### src/rtl/core/motion_command_supervisor_core_defines.svh
// assertion macros shared by the motion command supervisor rtl
// expects i_clk and i_rst_n in the scope where a macro is used
`ifndef MOTION_COMMAND_SUPERVISOR_CORE_DEFINES_SVH
`define MOTION_COMMAND_SUPERVISOR_CORE_DEFINES_SVH

// condition must hold in the same cycle as the trigger
`define MCS_ASSERT_NOW(lbl, ante, cons, msg) \
    lbl: assert property (@(posedge i_clk) disable iff (!i_rst_n) (ante) |-> (cons)) \
        else $error(msg);

// condition must hold in the cycle after the trigger
`define MCS_ASSERT_NEXT(lbl, ante, cons, msg) \
    lbl: assert property (@(posedge i_clk) disable iff (!i_rst_n) (ante) |=> (cons)) \
        else $error(msg);

`endif

### src/rtl/core/mcs_pkg.sv
// shared types and codes for the motion command supervisor
// no dependencies
`timescale 1ns / 1ps

package mcs_pkg;

    // configuration port geometry
    localparam int CFG_ADDR_W = 5;
    localparam int CFG_DATA_W = 32;

    // register reset values
    localparam logic [14:0] VX_LIMIT_RST      = 15'd100;
    localparam logic [14:0] W_LIMIT_RST       = 15'd500;
    localparam logic [15:0] TIMEOUT_MIN_RST   = 16'd50;
    localparam logic [15:0] TIMEOUT_MAX_RST   = 16'd500;
    localparam logic [15:0] TIMEOUT_DEF_RST   = 16'd300;
    localparam logic [15:0] TELEM_PERIOD_RST  = 16'd100;

    // register indexes
    typedef enum logic [2:0] {
        CFG_VX_LIMIT     = 3'd0,
        CFG_W_LIMIT      = 3'd1,
        CFG_TIMEOUT_MIN  = 3'd2,
        CFG_TIMEOUT_MAX  = 3'd3,
        CFG_TIMEOUT_DEF  = 3'd4,
        CFG_TELEM_PERIOD = 3'd5
    } t_cfg_idx;

    // event codes
    typedef enum logic [2:0] {
        FN_TICK      = 3'd0,
        FN_FRAME_OK  = 3'd1,
        FN_PARSE_ERR = 3'd2,
        FN_LINE_OVF  = 3'd3,
        FN_RX_FAULT  = 3'd4,
        FN_DESYNC    = 3'd5,
        FN_ENCODER   = 3'd6
    } t_func;

    // frame types
    typedef enum logic [2:0] {
        FT_PING    = 3'd0,
        FT_DISARM  = 3'd1,
        FT_ARM     = 3'd2,
        FT_CMD     = 3'd3,
        FT_UNKNOWN = 3'd4
    } t_frame;

    // parse fault codes
    typedef enum logic [2:0] {
        PF_MISSING_SEQ   = 3'd0,
        PF_MISSING_FIELD = 3'd1,
        PF_RANGE         = 3'd2,
        PF_TIMEOUT       = 3'd3,
        PF_BAD_TYPE      = 3'd4
    } t_parse_fault;

    // result kinds
    typedef enum logic [1:0] {
        KIND_ACK   = 2'd0,
        KIND_ERROR = 2'd1,
        KIND_PONG  = 2'd2,
        KIND_TELEM = 2'd3
    } t_kind;

    // message types in results
    typedef enum logic [2:0] {
        MSG_PING    = 3'd0,
        MSG_DISARM  = 3'd1,
        MSG_ARM     = 3'd2,
        MSG_CMD     = 3'd3,
        MSG_UNKNOWN = 3'd4,
        MSG_LINK    = 3'd5
    } t_msg;

    // error codes
    typedef enum logic [3:0] {
        ERR_NONE          = 4'd0,
        ERR_MISSING_SEQ   = 4'd1,
        ERR_MISSING_FIELD = 4'd2,
        ERR_RANGE         = 4'd3,
        ERR_TIMEOUT       = 4'd4,
        ERR_BAD_TYPE      = 4'd5,
        ERR_NOT_ARMED     = 4'd6,
        ERR_LINE_OVF      = 4'd7,
        ERR_DESYNC        = 4'd8
    } t_err;

    // robot modes
    typedef enum logic [1:0] {
        MODE_DISARMED = 2'd0,
        MODE_ARMED    = 2'd1,
        MODE_FAULT    = 2'd2
    } t_mode;

    // configuration as seen by the datapath
    typedef struct packed {
        logic [14:0] vx_limit;
        logic [14:0] w_limit;
        logic [15:0] timeout_min;
        logic [15:0] timeout_max;
        logic [15:0] timeout_default;
        logic [15:0] telemetry_period;
    } t_cfg;

    // one input request
    typedef struct packed {
        logic [2:0]         func;
        logic [2:0]         frame_type;
        logic [31:0]        seq;
        logic signed [15:0] vx_req;
        logic signed [15:0] w_req;
        logic [15:0]        timeout_req;
        logic [2:0]         parse_fault;
        logic signed [31:0] left_rate;
        logic signed [31:0] right_rate;
    } t_item;

    // one result
    typedef struct packed {
        logic [1:0]         kind;
        logic [31:0]        reply_seq;
        logic [2:0]         msg_type;
        logic [3:0]         err_code;
        logic [31:0]        time_ms;
        logic [1:0]         robot_mode;
        logic signed [15:0] vx_now;
        logic signed [15:0] w_now;
        logic signed [31:0] left_now;
        logic signed [31:0] right_now;
        logic [31:0]        fault_count;
    } t_result;

endpackage

### src/rtl/core/mcs_cfg_regs.sv
// apb-style configuration registers of the motion command supervisor
// depends on mcs_pkg
`timescale 1ns / 1ps

module mcs_cfg_regs import mcs_pkg::*; (
    input  logic                  i_clk,
    input  logic                  i_rst_n,
    input  logic                  psel,
    input  logic                  penable,
    input  logic                  pwrite,
    input  logic [CFG_ADDR_W-1:0] paddr,
    input  logic [CFG_DATA_W-1:0] pwdata,
    output logic [CFG_DATA_W-1:0] prdata,
    output logic                  pready,
    output t_cfg                  o_cfg,
    output logic                  o_load_default
);

    t_cfg     r_cfg;
    logic     wr_en;
    t_cfg_idx idx;

    assign pready = 1'b1;
    assign wr_en  = psel & penable & pwrite;
    assign idx    = t_cfg_idx'(paddr[CFG_ADDR_W-1:2]);

    // register writes, unmapped indexes dropped
    always_ff @(posedge i_clk) begin
        if (!i_rst_n) begin
            r_cfg.vx_limit         <= VX_LIMIT_RST;
            r_cfg.w_limit          <= W_LIMIT_RST;
            r_cfg.timeout_min      <= TIMEOUT_MIN_RST;
            r_cfg.timeout_max      <= TIMEOUT_MAX_RST;
            r_cfg.timeout_default  <= TIMEOUT_DEF_RST;
            r_cfg.telemetry_period <= TELEM_PERIOD_RST;
        end else if (wr_en) begin
            unique case (idx)
                CFG_VX_LIMIT:     r_cfg.vx_limit         <= pwdata[14:0];
                CFG_W_LIMIT:      r_cfg.w_limit          <= pwdata[14:0];
                CFG_TIMEOUT_MIN:  r_cfg.timeout_min      <= pwdata[15:0];
                CFG_TIMEOUT_MAX:  r_cfg.timeout_max      <= pwdata[15:0];
                CFG_TIMEOUT_DEF:  r_cfg.timeout_default  <= pwdata[15:0];
                CFG_TELEM_PERIOD: r_cfg.telemetry_period <= pwdata[15:0];
                default: ;
            endcase
        end
    end

    // read mux
    always_comb begin
        unique case (idx)
            CFG_VX_LIMIT:     prdata = {17'd0, r_cfg.vx_limit};
            CFG_W_LIMIT:      prdata = {17'd0, r_cfg.w_limit};
            CFG_TIMEOUT_MIN:  prdata = {16'd0, r_cfg.timeout_min};
            CFG_TIMEOUT_MAX:  prdata = {16'd0, r_cfg.timeout_max};
            CFG_TIMEOUT_DEF:  prdata = {16'd0, r_cfg.timeout_default};
            CFG_TELEM_PERIOD: prdata = {16'd0, r_cfg.telemetry_period};
            default:          prdata = '0;
        endcase
    end

    // a default timeout write also reloads the live timeout
    assign o_load_default = wr_en && (idx == CFG_TIMEOUT_DEF);
    assign o_cfg          = r_cfg;

endmodule

### src/rtl/core/motion_command_supervisor_core.sv
// motion command supervisor: input register, single-pass event logic, result register
// a request's result is registered in the result register when the request advances
// throughput: one request per clock while the result side takes results
// reset: synchronous active low, clears mode, velocities, timers, counters, valids
// registers return to their defaults, cmd timeout to the default timeout
`timescale 1ns / 1ps
`include "motion_command_supervisor_core_defines.svh"

module motion_command_supervisor_core import mcs_pkg::*; (
    input  logic                  i_clk,
    input  logic                  i_rst_n,
    // request channel
    input  logic                  i_in_valid,
    output logic                  o_in_ready,
    input  logic [2:0]            i_func,
    input  logic [2:0]            i_frame_type,
    input  logic [31:0]           i_seq,
    input  logic signed [15:0]    i_vx_req,
    input  logic signed [15:0]    i_w_req,
    input  logic [15:0]           i_timeout_req,
    input  logic [2:0]            i_parse_fault,
    input  logic signed [31:0]    i_left_rate,
    input  logic signed [31:0]    i_right_rate,
    // result channel
    output logic                  o_out_valid,
    input  logic                  i_out_ready,
    output logic [1:0]            o_kind,
    output logic [31:0]           o_reply_seq,
    output logic [2:0]            o_msg_type,
    output logic [3:0]            o_err_code,
    output logic [31:0]           o_time_ms,
    output logic [1:0]            o_robot_mode,
    output logic signed [15:0]    o_vx_now,
    output logic signed [15:0]    o_w_now,
    output logic signed [31:0]    o_left_now,
    output logic signed [31:0]    o_right_now,
    output logic [31:0]           o_fault_count,
    // configuration port
    input  logic                  psel,
    input  logic                  penable,
    input  logic                  pwrite,
    input  logic [CFG_ADDR_W-1:0] paddr,
    input  logic [CFG_DATA_W-1:0] pwdata,
    output logic [CFG_DATA_W-1:0] prdata,
    output logic                  pready
);

    t_cfg cfg;
    logic load_default;

    mcs_cfg_regs u_cfg (
        .i_clk          (i_clk),
        .i_rst_n        (i_rst_n),
        .psel           (psel),
        .penable        (penable),
        .pwrite         (pwrite),
        .paddr          (paddr),
        .pwdata         (pwdata),
        .prdata         (prdata),
        .pready         (pready),
        .o_cfg          (cfg),
        .o_load_default (load_default)
    );

    // pipeline registers
    logic    r_in_valid;
    t_item   r_in;
    logic    r_out_valid;
    t_result r_out;
    logic    in_accept;
    logic    advance;

    // supervisor state
    logic               r_armed,       n_armed;
    logic [31:0]        r_echo_seq,    n_echo_seq;
    logic signed [15:0] r_vx_cmd,      n_vx_cmd;
    logic signed [15:0] r_w_cmd,       n_w_cmd;
    logic [15:0]        r_cmd_timeout, n_cmd_timeout;
    logic [31:0]        r_now_ms,      n_now_ms;
    logic [31:0]        r_last_cmd_ms, n_last_cmd_ms;
    logic [31:0]        r_last_tel_ms, n_last_tel_ms;
    logic [31:0]        r_err_total,   n_err_total;
    logic signed [31:0] r_left_store,  n_left_store;
    logic signed [31:0] r_right_store, n_right_store;

    logic               res_valid;
    t_result            res;

    // handshake: the request stage moves when the result stage has room
    assign advance    = r_in_valid && (!r_out_valid || i_out_ready);
    assign o_in_ready = !r_in_valid || advance;
    assign in_accept  = i_in_valid && o_in_ready;

    // request register
    always_ff @(posedge i_clk) begin
        if (!i_rst_n) begin
            r_in_valid <= 1'b0;
        end else if (in_accept) begin
            r_in_valid <= 1'b1;
        end else if (advance) begin
            r_in_valid <= 1'b0;
        end
    end

    always_ff @(posedge i_clk) begin
        if (in_accept) begin
            r_in.func        <= i_func;
            r_in.frame_type  <= i_frame_type;
            r_in.seq         <= i_seq;
            r_in.vx_req      <= i_vx_req;
            r_in.w_req       <= i_w_req;
            r_in.timeout_req <= i_timeout_req;
            r_in.parse_fault <= i_parse_fault;
            r_in.left_rate   <= i_left_rate;
            r_in.right_rate  <= i_right_rate;
        end
    end

    // event decode helpers
    logic [2:0]         ftype;
    logic signed [16:0] vx_ext, w_ext, vl_pos, wl_pos;
    logic               vel_bad, tmo_bad;
    logic [3:0]         pf_code;
    logic [31:0]        since_cmd, since_tel;

    always_comb begin
        ftype   = (r_in.frame_type > FT_UNKNOWN) ? FT_UNKNOWN : r_in.frame_type;
        vx_ext  = {r_in.vx_req[15], r_in.vx_req};
        w_ext   = {r_in.w_req[15], r_in.w_req};
        vl_pos  = {2'b00, cfg.vx_limit};
        wl_pos  = {2'b00, cfg.w_limit};
        vel_bad = (vx_ext < -vl_pos) || (vx_ext > vl_pos)
               || (w_ext < -wl_pos) || (w_ext > wl_pos);
        tmo_bad = (r_in.timeout_req < cfg.timeout_min)
               || (r_in.timeout_req > cfg.timeout_max);
        unique case (r_in.parse_fault)
            PF_MISSING_SEQ:   pf_code = ERR_MISSING_SEQ;
            PF_MISSING_FIELD: pf_code = ERR_MISSING_FIELD;
            PF_RANGE:         pf_code = ERR_RANGE;
            PF_TIMEOUT:       pf_code = ERR_TIMEOUT;
            default:          pf_code = ERR_BAD_TYPE;
        endcase
    end

    // event handling, then watchdog, then telemetry on ticks
    always_comb begin
        n_armed       = r_armed;
        n_echo_seq    = r_echo_seq;
        n_vx_cmd      = r_vx_cmd;
        n_w_cmd       = r_w_cmd;
        n_cmd_timeout = r_cmd_timeout;
        n_now_ms      = r_now_ms;
        n_last_cmd_ms = r_last_cmd_ms;
        n_last_tel_ms = r_last_tel_ms;
        n_err_total   = r_err_total;
        n_left_store  = r_left_store;
        n_right_store = r_right_store;
        res_valid     = 1'b0;
        res           = '0;

        unique case (r_in.func)
            FN_TICK: begin
                n_now_ms = r_now_ms + 32'd1;
            end
            FN_FRAME_OK: begin
                res_valid     = 1'b1;
                res.reply_seq = r_in.seq;
                res.msg_type  = ftype;
                if (ftype == FT_PING) begin
                    n_echo_seq = r_in.seq;
                    res.kind   = KIND_PONG;
                    res.msg_type = MSG_PING;
                end else if (ftype == FT_DISARM || ftype == FT_ARM) begin
                    n_vx_cmd   = '0;
                    n_w_cmd    = '0;
                    n_armed    = (ftype == FT_ARM);
                    n_echo_seq = r_in.seq;
                    res.kind   = KIND_ACK;
                end else if (ftype == FT_CMD) begin
                    res.msg_type = MSG_CMD;
                    if (vel_bad) begin
                        n_err_total  = r_err_total + 32'd1;
                        res.kind     = KIND_ERROR;
                        res.err_code = ERR_RANGE;
                    end else if (tmo_bad) begin
                        n_err_total  = r_err_total + 32'd1;
                        res.kind     = KIND_ERROR;
                        res.err_code = ERR_TIMEOUT;
                    end else if (!r_armed) begin
                        n_err_total  = r_err_total + 32'd1;
                        res.kind     = KIND_ERROR;
                        res.err_code = ERR_NOT_ARMED;
                    end else begin
                        n_echo_seq    = r_in.seq;
                        n_vx_cmd      = r_in.vx_req;
                        n_w_cmd       = r_in.w_req;
                        n_cmd_timeout = r_in.timeout_req;
                        n_last_cmd_ms = r_now_ms;
                        res.kind      = KIND_ACK;
                    end
                end else begin
                    // unknown frame type
                    n_err_total   = r_err_total + 32'd1;
                    res.kind      = KIND_ERROR;
                    res.reply_seq = '0;
                    res.msg_type  = MSG_UNKNOWN;
                    res.err_code  = ERR_BAD_TYPE;
                end
            end
            FN_PARSE_ERR: begin
                n_err_total   = r_err_total + 32'd1;
                res_valid     = 1'b1;
                res.kind      = KIND_ERROR;
                res.reply_seq = r_in.seq;
                res.msg_type  = ftype;
                res.err_code  = pf_code;
            end
            FN_LINE_OVF: begin
                n_err_total  = r_err_total + 32'd1;
                res_valid    = 1'b1;
                res.kind     = KIND_ERROR;
                res.msg_type = MSG_LINK;
                res.err_code = ERR_LINE_OVF;
            end
            FN_RX_FAULT: begin
                n_err_total = r_err_total + 32'd1;
            end
            FN_DESYNC: begin
                res_valid    = 1'b1;
                res.kind     = KIND_ERROR;
                res.msg_type = MSG_LINK;
                res.err_code = ERR_DESYNC;
            end
            FN_ENCODER: begin
                n_left_store  = r_in.left_rate;
                n_right_store = r_in.right_rate;
            end
            default: ;
        endcase

        res.time_ms = n_now_ms;

        // command watchdog
        since_cmd = n_now_ms - n_last_cmd_ms;
        if (n_armed && (since_cmd >= {16'd0, n_cmd_timeout})) begin
            n_vx_cmd = '0;
            n_w_cmd  = '0;
        end

        // telemetry period
        since_tel = n_now_ms - r_last_tel_ms;
        if ((r_in.func == FN_TICK) && (since_tel >= {16'd0, cfg.telemetry_period})) begin
            n_last_tel_ms   = n_now_ms;
            res_valid       = 1'b1;
            res.kind        = KIND_TELEM;
            res.reply_seq   = n_echo_seq;
            res.msg_type    = MSG_PING;
            res.err_code    = ERR_NONE;
            res.robot_mode  = n_armed ? MODE_ARMED : MODE_DISARMED;
            res.vx_now      = n_vx_cmd;
            res.w_now       = n_w_cmd;
            res.left_now    = n_left_store;
            res.right_now   = n_right_store;
            res.fault_count = n_err_total;
        end
    end

    // state update on each processed request
    always_ff @(posedge i_clk) begin
        if (!i_rst_n) begin
            r_armed       <= 1'b0;
            r_echo_seq    <= '0;
            r_vx_cmd      <= '0;
            r_w_cmd       <= '0;
            r_now_ms      <= '0;
            r_last_cmd_ms <= '0;
            r_last_tel_ms <= '0;
            r_err_total   <= '0;
            r_left_store  <= '0;
            r_right_store <= '0;
        end else if (advance) begin
            r_armed       <= n_armed;
            r_echo_seq    <= n_echo_seq;
            r_vx_cmd      <= n_vx_cmd;
            r_w_cmd       <= n_w_cmd;
            r_now_ms      <= n_now_ms;
            r_last_cmd_ms <= n_last_cmd_ms;
            r_last_tel_ms <= n_last_tel_ms;
            r_err_total   <= n_err_total;
            r_left_store  <= n_left_store;
            r_right_store <= n_right_store;
        end
    end

    // live command timeout; the user must write registers only while idle, which
    // is not enforced; a default timeout write loads the written value directly
    always_ff @(posedge i_clk) begin
        if (!i_rst_n) begin
            r_cmd_timeout <= TIMEOUT_DEF_RST;
        end else if (load_default) begin
            r_cmd_timeout <= pwdata[15:0];
        end else if (advance) begin
            r_cmd_timeout <= n_cmd_timeout;
        end
    end

    // result register
    always_ff @(posedge i_clk) begin
        if (!i_rst_n) begin
            r_out_valid <= 1'b0;
        end else if (advance) begin
            r_out_valid <= res_valid;
        end else if (i_out_ready) begin
            r_out_valid <= 1'b0;
        end
    end

    always_ff @(posedge i_clk) begin
        if (advance && res_valid) begin
            r_out <= res;
        end
    end

    assign o_out_valid   = r_out_valid;
    assign o_kind        = r_out.kind;
    assign o_reply_seq   = r_out.reply_seq;
    assign o_msg_type    = r_out.msg_type;
    assign o_err_code    = r_out.err_code;
    assign o_time_ms     = r_out.time_ms;
    assign o_robot_mode  = r_out.robot_mode;
    assign o_vx_now      = r_out.vx_now;
    assign o_w_now       = r_out.w_now;
    assign o_left_now    = r_out.left_now;
    assign o_right_now   = r_out.right_now;
    assign o_fault_count = r_out.fault_count;

    // checks
    `MCS_ASSERT_NOW(a_disarmed_still, !r_armed, (r_vx_cmd == '0) && (r_w_cmd == '0), "velocity while disarmed")
    `MCS_ASSERT_NOW(a_err_code, o_out_valid, (o_kind == KIND_ERROR) == (o_err_code != ERR_NONE), "error code does not match kind")
    `MCS_ASSERT_NOW(a_status_zero, o_out_valid && (o_kind != KIND_TELEM), (o_fault_count == '0) && (o_vx_now == '0) && (o_robot_mode == MODE_DISARMED), "status outside telemetry")
    `MCS_ASSERT_NEXT(a_hold_request, r_in_valid && !advance, r_in_valid && $stable(r_in.seq), "pending request lost")

endmodule
### config.mk
export PLATFORM = sky130hd
export DESIGN_NAME = motion_command_supervisor_core
export DESIGN_NICKNAME = d
export VERILOG_FILES = /design/src/rtl/core/mcs_pkg.sv /design/src/rtl/core/mcs_cfg_regs.sv /design/src/rtl/core/motion_command_supervisor_core.sv
export VERILOG_INCLUDE_DIRS = /design/src /design/src/rtl/core
export SDC_FILE = /design/constraint.sdc
export NUM_CORES = 2
export LEC_CHECK = 0
export ABC_AREA = 1
export BUFFER_PORTS_ARGS = -buffer_cell sky130_fd_sc_hd__buf_2
export CAP_MARGIN = 20
export CORE_MARGIN = 8
export CORE_UTILIZATION = 45
export CTS_CLUSTER_SIZE = 40
export DETAILED_ROUTE_END_ITERATION = 10
export PLACE_DENSITY_LB_ADDON = 0.25
export SLEW_MARGIN = 10
export SYNTH_ARGS = -nofsm -noshare
export SYNTH_HDL_FRONTEND = slang
export SYNTH_SLANG_ARGS = --single-unit
export TNS_END_PERCENT = 20
### constraint.sdc
create_clock -name i_clk -period 27.2 [get_ports i_clk]
set_clock_uncertainty 0.1 [all_clocks]
set_input_delay 2.72 -clock i_clk [delete_from_list [all_inputs] [get_ports i_clk]]
set_output_delay 2.72 -clock i_clk [all_outputs]
set_load 0.02 [all_outputs]
# Yosys cells after proc, flatten, opt, wreduce, memory -nomap -nowiden

Cells that the tools add are included.

Input port bits: 197
Output and inout port bits: 238
Bits in registers: 725
Logic and storage cells: 186

Bitwise gates (word level): 2
Eq/ne operators: 17
Add/sub/neg operators: 6
Muxes and demuxes: 81
Order comparisons: 9
Reductions and logical operators: 32

Operators by type and width:

| cell                    | count |
|---|---|
| $mux W32                | 25 |
| $mux W16                | 25 |
| $pmux W32 S2            | 2 |
| $pmux W16 S6            | 1 |
| $mux W39                | 2 |
| $add A32 B1 Y32 const B | 2 |
| $ge A32 B16 Y1          | 2 |
| $sub A32 B32 Y32        | 2 |
| $gt A16 B16 Y1          | 3 |
| $lt A16 B17 Y1          | 2 |
| $neg A15 Y17            | 2 |
| $pmux W7 S4             | 1 |
| $eq A3 B2 Y1 const B    | 8 |
| $lt A16 B16 Y1          | 1 |
| $eq A3 B3 Y1 const B    | 5 |
| $mux W1                 | 15 |
| $mux W3                 | 5 |
| $reduce_and A2 Y1       | 7 |
| $eq A3 B1 Y1 const B    | 4 |
| $logic_not A3 Y1        | 4 |
| $pmux W3 S4             | 1 |
| $logic_or A1 B1 Y1      | 7 |
| $mux W7                 | 1 |
| $logic_and A1 B1 Y1     | 6 |
| 9 further kinds         | 14 |

# Longest topological paths before layout

Depth after elaboration: 14
Mapped depth: 53
Gate-level depth less buffers: 50

# Hierarchy

Synthesis repeated with hierarchy kept, for this count alone.

Cell total of the unflattened synthesis: 4,747
Area, all modules: 38,754.7 µm²

By module, submodules not included:

| module                         | area an instance (µm²) | instances | sequential area each (µm²) | cells each |
|---|---|---|---|---|
| motion_command_supervisor_core | 34,033.9               | 1         | 16,165.5                   | 4,012 |
| mcs_cfg_regs                   | 4,720.8                | 1         | 1,881.8                    | 735 |

# Worst setup path after synthesis

OpenSTA, ideal clock, no wires.

Path type: register to register
Start point: register r_now_ms[0]
End point: register r_out, in the netlist o_err_code[0], enable pin
Setup time: 1.608 ns
Path buffers: 1
Cell stages (with the launch flop): 25
Arrival time: 7.241 ns
Slack: 18.251 ns
Data required time: 25.492 ns
Period minus slack after synthesis: 8.949 ns
Cell sequence: dfxtp_1 -> ha_1 -> inv_1 -> nor3_1 -> inv_1 -> nor2_1 -> nand4_1 -> or4_1 -> xor2_1 -> ha_1 -> a21oi_1 -> o21ai_0 -> o21bai_1 -> a21o_1 -> xor2_1 -> ha_1 -> nand2_1 -> inv_1 -> nand3_1 -> nor3_1 -> a221oi_1 -> nand4_2 -> nand3_2 -> buf_2 -> nand2_1

Word-level cells in the longest chain between the ends: 7

RTL lines:

| what                   | line                                  | text |
|---|---|---|
| start, declared        | motion_command_supervisor_core.sv:79  | `logic [31:0] r_now_ms, n_now_ms;` |
| start signal, assigned | motion_command_supervisor_core.sv:286 | `r_now_ms <= n_now_ms;` |
| $add A32 B1 Y32        | motion_command_supervisor_core.sv:163 | `n_now_ms = r_now_ms + 32'd1;` |
| $mux W32               | motion_command_supervisor_core.sv:161 | `unique case (r_in.func)` |
| net n_now_ms[14]       | motion_command_supervisor_core.sv:79  |  |
| $sub A32 B32 Y32       | motion_command_supervisor_core.sv:251 | `since_tel = n_now_ms - r_last_tel_ms;` |
| $ge A32 B16 Y1         | motion_command_supervisor_core.sv:252 | `if ((r_in.func == FN_TICK) && (since_tel >= {16'd0, cfg.telemetry_period})) begin` |
| $logic_and A1 B1 Y1    | motion_command_supervisor_core.sv:252 |  |
| $mux W1                | motion_command_supervisor_core.sv:252 |  |
| $logic_and A1 B1 Y1    | motion_command_supervisor_core.sv:319 | `if (advance && res_valid) begin` |
| end signal, assigned   | motion_command_supervisor_core.sv:320 | `r_out <= res;` |
| end, declared          | motion_command_supervisor_core.sv:69  | `t_result r_out;` |

The timed path passes the listed nets, and every way through them passes these cells.
A chain may end at the register's enable or synchronous reset.

# Worst setup path in the final report

Start point: register u_cfg.r_cfg, in the netlist u_cfg.o_cfg[79]
End point: register r_out, in the netlist o_w_now[12], data pin

Word-level cells in the longest chain between the ends: 14
Elaborated cells between the ends (all ways): 25
Classes of those cells: add/sub (2); order compare (3); mux (16); reduce/logical (4)

RTL lines:

| what                                 | line                                  | text |
|---|---|---|
| start, declared                      | mcs_cfg_regs.sv:19                    | `t_cfg r_cfg;` |
| $neg A15 Y17                         | motion_command_supervisor_core.sv:132 | `vel_bad = (vx_ext < -vl_pos) \|\| (vx_ext > vl_pos)` |
| $lt A16 B17 Y1                       | motion_command_supervisor_core.sv:132 |  |
| $logic_or A1 B1 Y1 (*)               | motion_command_supervisor_core.sv:132 |  |
| $logic_or A1 B1 Y1 (*) (2 in series) | motion_command_supervisor_core.sv:133 | `\|\| (w_ext < -wl_pos) \|\| (w_ext > wl_pos);` |
| $mux W32                             | motion_command_supervisor_core.sv:181 | `if (vel_bad) begin` |
| $mux W32                             | motion_command_supervisor_core.sv:179 | `end else if (ftype == FT_CMD) begin` |
| $mux W32                             | motion_command_supervisor_core.sv:173 | `end else if (ftype == FT_DISARM \|\| ftype == FT_ARM) begin` |
| $mux W32                             | motion_command_supervisor_core.sv:169 | `if (ftype == FT_PING) begin` |
| $mux W32                             | motion_command_supervisor_core.sv:161 |  |
| $sub A32 B32 Y32                     | motion_command_supervisor_core.sv:244 | `since_cmd = n_now_ms - n_last_cmd_ms;` |
| $ge A32 B16 Y1                       | motion_command_supervisor_core.sv:245 | `if (n_armed && (since_cmd >= {16'd0, n_cmd_timeout})) begin` |
| $logic_and A1 B1 Y1                  | motion_command_supervisor_core.sv:245 |  |
| $mux W16 (*)                         | motion_command_supervisor_core.sv:245 |  |

Every way passes the cells marked *; elsewhere a longest branch is shown, timed or not.

==> impl_summary.txt <==
----------------------------------------------------
[Placed design]
  Instance area after placement ... 41100 µm²
  Half-perimeter wire length of the detailed placement result ... 81500 µm
  Post-placement setup slack ... 17.80 ns
  Total of buffers placed on input and output ports ... 398
  Gp weighted congestion ... 0.938

[Timing]
  Finish-stage setup viols ... 0
  Final count of hold timing violations ... 0
  Worst Tran Pin Value ... 1.07 ns
  RSZ-0062 raised after global routing ... false
  Period utilization ... 34.6%
  Number of max-slew violations in the final report ... 0
  Setup TNS ... 0 ns
  Headroom to the max-slew limit ... 28.6%
  Shortest clock period the worst path allows after layout ... 9.40 ns
  Worst setup margin ... roughly 18 ns
  Top achievable clock speed ... 0.106 GHz

[Critical path]
  Cell mode on critical path ... sky130_fd_sc_hd__nand2_1
  Critical Path Start ... u_cfg.o_cfg[79]$_SDFFE_PN0P_
  Critical path buffers and inverters ... 7
  Worst Path Required ... 27.59 ns
  CP Capture Type ... register
  Worst stage delay on the critical path ... 0.65 ns
  Crit-path max FO ... 80
  Reg-to-reg endpoint ... o_w_now[12]$_SDFFCE_PN0P_
  CP startpoint kind ... register
  Slowest stage cell on the critical path ... sky130_fd_sc_hd__buf_4
  Register-to-register path setup slack ... around 18 ns
  WS Path Type ... register to register
  Arrival time worst endpoint ... 9.78 ns
  Source of the worst register-to-register timing path ... u_cfg.o_cfg[79]$_SDFFE_PN0P_
  Family with the most delay on the worst path ... simple AND/OR/NAND/NOR gates
  Worst R2R Path Depth ... 49

[Route]
  Routed metal-1 wire length ... ~50000 µm
  Avg WL per Cell ... 18.8 µm
  Length of routed met2 wiring ... 53300 µm
  Count of routing violations after the opening detailed-route iteration ... ~2700
  Number of optimization iterations in the first detailed-route pass ... 6
  Highest metal used ... met5
  DRC Markers ... 0
  Detailed-route via count ... 32400
  Number of nets with antenna violations after detailed routing ... 0
  Average vias per placed instance ... 5.28
  Met3 wire len ... 8260 µm
  Drt total wl ... 115000 µm

[Synthesis]
  Yosys cell types ... 56
  Post-synthesis cell count ... 4591
  Number of storage elements in the synthesis netlist ... 724
  Per-instance average area after synthesis ... 8.32 µm²
  Simple logic cell fraction of the synthesized area ... 17.5%
  Dominant cells by area after synthesis ... sky130_fd_sc_hd__edfxtp_1 28%, sky130_fd_sc_hd__dfxtp_1 19%, sky130_fd_sc_hd__nand2_1 9.3%
  Mux share of post-synthesis cell area ... 2.10%
  Seq/Total Area, Yosys ... 47.2%
  Netlist area before placement ... ~38000 µm²
  Xor-xnor portion of the synthesized cell area ... under 10%
  Share of Yosys cell area claimed by the top area cell type ... 27.9%
  Post-synth top area cell ... sky130_fd_sc_hd__edfxtp_1
  Compound-cell area share of the yosys netlist ... 14.8%
  Count of warnings emitted by yosys ... 0
  Share of synthesized cell area in full adder, half adder and majority cells ... 6.36%
  Combinational family with the most area after synthesis ... simple AND/OR/NAND/NOR gates

[Cells and area]
  Final #Nets ... 5311
  Largest reg by FF count ... r_in
  Layout cells sized above 1 ... between 10 and 15%
  Number of flip-flops under the largest register name ... 153
  Final cell area excluding filler cells ... 44000 µm²
  Core utilization of the finished layout ... 52.0%
  Fill cell total of the finished layout ... 7978
  Layout overhead on the synthesized area ... 15.2%

[Pwr]
  Ratio of total power to cell area ... 65.7 nW/µm²
  Leakage ... 0.0206 µW
  Overall Power ... 2890 µW
  Max IR drop VDD ... 0.0523 mV

[Die]
  Area of the placeable core ... 84600 µm²
  I/O pin total ... 435
  Initial core utilization ... approximately 45%
  Overall die area ... 94500 µm²
  Die span in x ... approximately 310 µm
  Cell Rows ... 107
  Vertical die dimension ... about 310 µm

[Global route]
  Global-route total usage across every layer ... 23.6%
  First-pass GRT wire length ... 177000 µm
  Via count of the first global-routing pass ... 30300
  Maximum number of pins on one net before global-route repair ... 247
  Global-route congestion overflow total ... 0
  Initial antenna violation count ... 8

[Clock network]
  Clock tree from TritonCTS ... yes
  Count of buffers added by post-CTS timing repair for setup ... 0
  Number of gates given a new drive strength after cts ... 0
  CTS Hold Buffers Added ... 0
  Root Driver ... sky130_fd_sc_hd__clkbuf_16
  Clock insertion delay at the later pin of the skew report ... 0.67 ns
  Maximum clock insertion buffer count ... 3
  Count of H-tree levels built during CTS ... 3
  Clock Sink Count ... ~720
  TritonCTS Buffers ... 84
  Clk slew on worst S/H paths ... 0.06 ns

[Worst hold path]
  Worst Hold Launch ... u_cfg.o_cfg[23]$_SDFFE_PN0P_
  Worst hold endpoint ... u_cfg.o_cfg[23]$_SDFFE_PN0P_
  Hold-critical path depth ... 2
  Hold Path Class ... register to register

[Run status]
  Status ... complete, no violations

[Run]
  Count of max-cap constraint violations ... 0

----------------------------------------------------
-- metal layers --
metal | global-route usage, % | up-vias
met5 | 0 | -
met4 | 7.92 | 2
met3 | 4.75 | 204
met2 | 38.5 | 1030
met1 | 31.1 | 15200
li1 | - | 16000
-- worst max path at each step --
stage                                        endpoint  slack (ns)  cells past startpoint
final                       o_w_now[12]$_SDFFCE_PN0P_       17.80                     49
after global routing        o_w_now[12]$_SDFFCE_PN0P_       16.77                     50
after CTS                   o_w_now[12]$_SDFFCE_PN0P_       17.78                     49
after detailed placement    o_w_now[12]$_SDFFCE_PN0P_       17.80                     49
after global placement       o_w_now[0]$_SDFFCE_PN0P_       17.95                     50
after floorplan           o_err_code[0]$_SDFFCE_PP0P_       18.25                     24
-- placed cells by master, fill, tap and decap left out, drive strengths merged, types with 47 or more instances in the layout --
cell type,n
buf,430
clkbuf,112
o22ai,59
dfxtp,369
nand2,956
o21ai,310
nor2,396
xor2,106
nand3,142
a21oi,286
nand4,47
mux2i,80
ha,191
edfxtp,355
o211ai,171
nor3,54
inv,690
-- stage by stage --
step	hold slack, ns	std cells
5_1_grt	0.385	6135
3_5_place_dp	0.353	5978
3_3_place_gp	0.350	5978
2_1_floorplan	0.327	4607
6_report	0.362	6137
4_1_cts	0.362	6132
-- worst register-to-register path: cells and delay by family, from the launching register on --
| family | cells | cell delay [ns] |
|---|---|---|
| AOI/OAI and AO/OA | 3 | 1.02 |
| buffers and inverters | 7 | 1.68 |
| xor gates and xnor gates | 2 | 0.41 |
| adders and majority gates | 4 | 1.24 |
| and+or+nand+nor | 33 | 4.43 |
| DFF | 1 | 0.33 |
-- kinds of logic (layout without fill, tap and decap cells) --
family,after synthesis,in the layout
adders and majority gates,193,193
AOI/OAI and AO/OA,956,956
and+or+nand+nor,1628,1628
DFF,724,724
other,2,22
muxes,80,80
xor gates and xnor gates,115,115
buffers and inverters,893,1275
-- synth_stat cells, drive strengths merged --
cell     instances
nand2          956
inv            685
nor2           396
dfxtp          369
edfxtp         355
o21ai          310
a21oi          286
ha             191
o211ai         171
nand3          142
clkbuf         124
xor2           106
mux2i           80
buf             79
o22ai           59
nor3            54
nand4           47
a31oi           31
a21o            17
or2             17
o221ai          14
a221oi          12
a22oi           12
a211oi          10
a22o            10
xnor2            9
o21bai           8
nand3b           7
clkinv           5
nor4             5
o21a             5
a21boi           4
o2111ai          4
and2             3
conb             2
fa               2
a31o             1
o311ai           1
o31ai            1
or4              1
-- layout make-up --
type / count / area (µm²) / share of cell area [%]
multi-input combinational: 2990 / 16700 / 38.0
clock inverter: 43 / 589 / 1.34
antenna: 4 / 10.0 / 0.0227
timing repair buffer: 431 / 2290 / 5.21
sequential: 724 / 18000 / 41.0
inverter: 690 / 2600 / 5.92
clock buffer: 111 / 2300 / 5.24
tap: 1144 / 1430 / 3.25
-- where the power goes --
group          leakage, µW  internal, µW  total (µW)  switching, µW
clock              0.00141           707        1180            478
combinational       0.0128           156         471            314
sequential         0.00642          1200        1230           33.1
total               0.0206          2060        2890            826
Power figures use the tool's default switching activity.
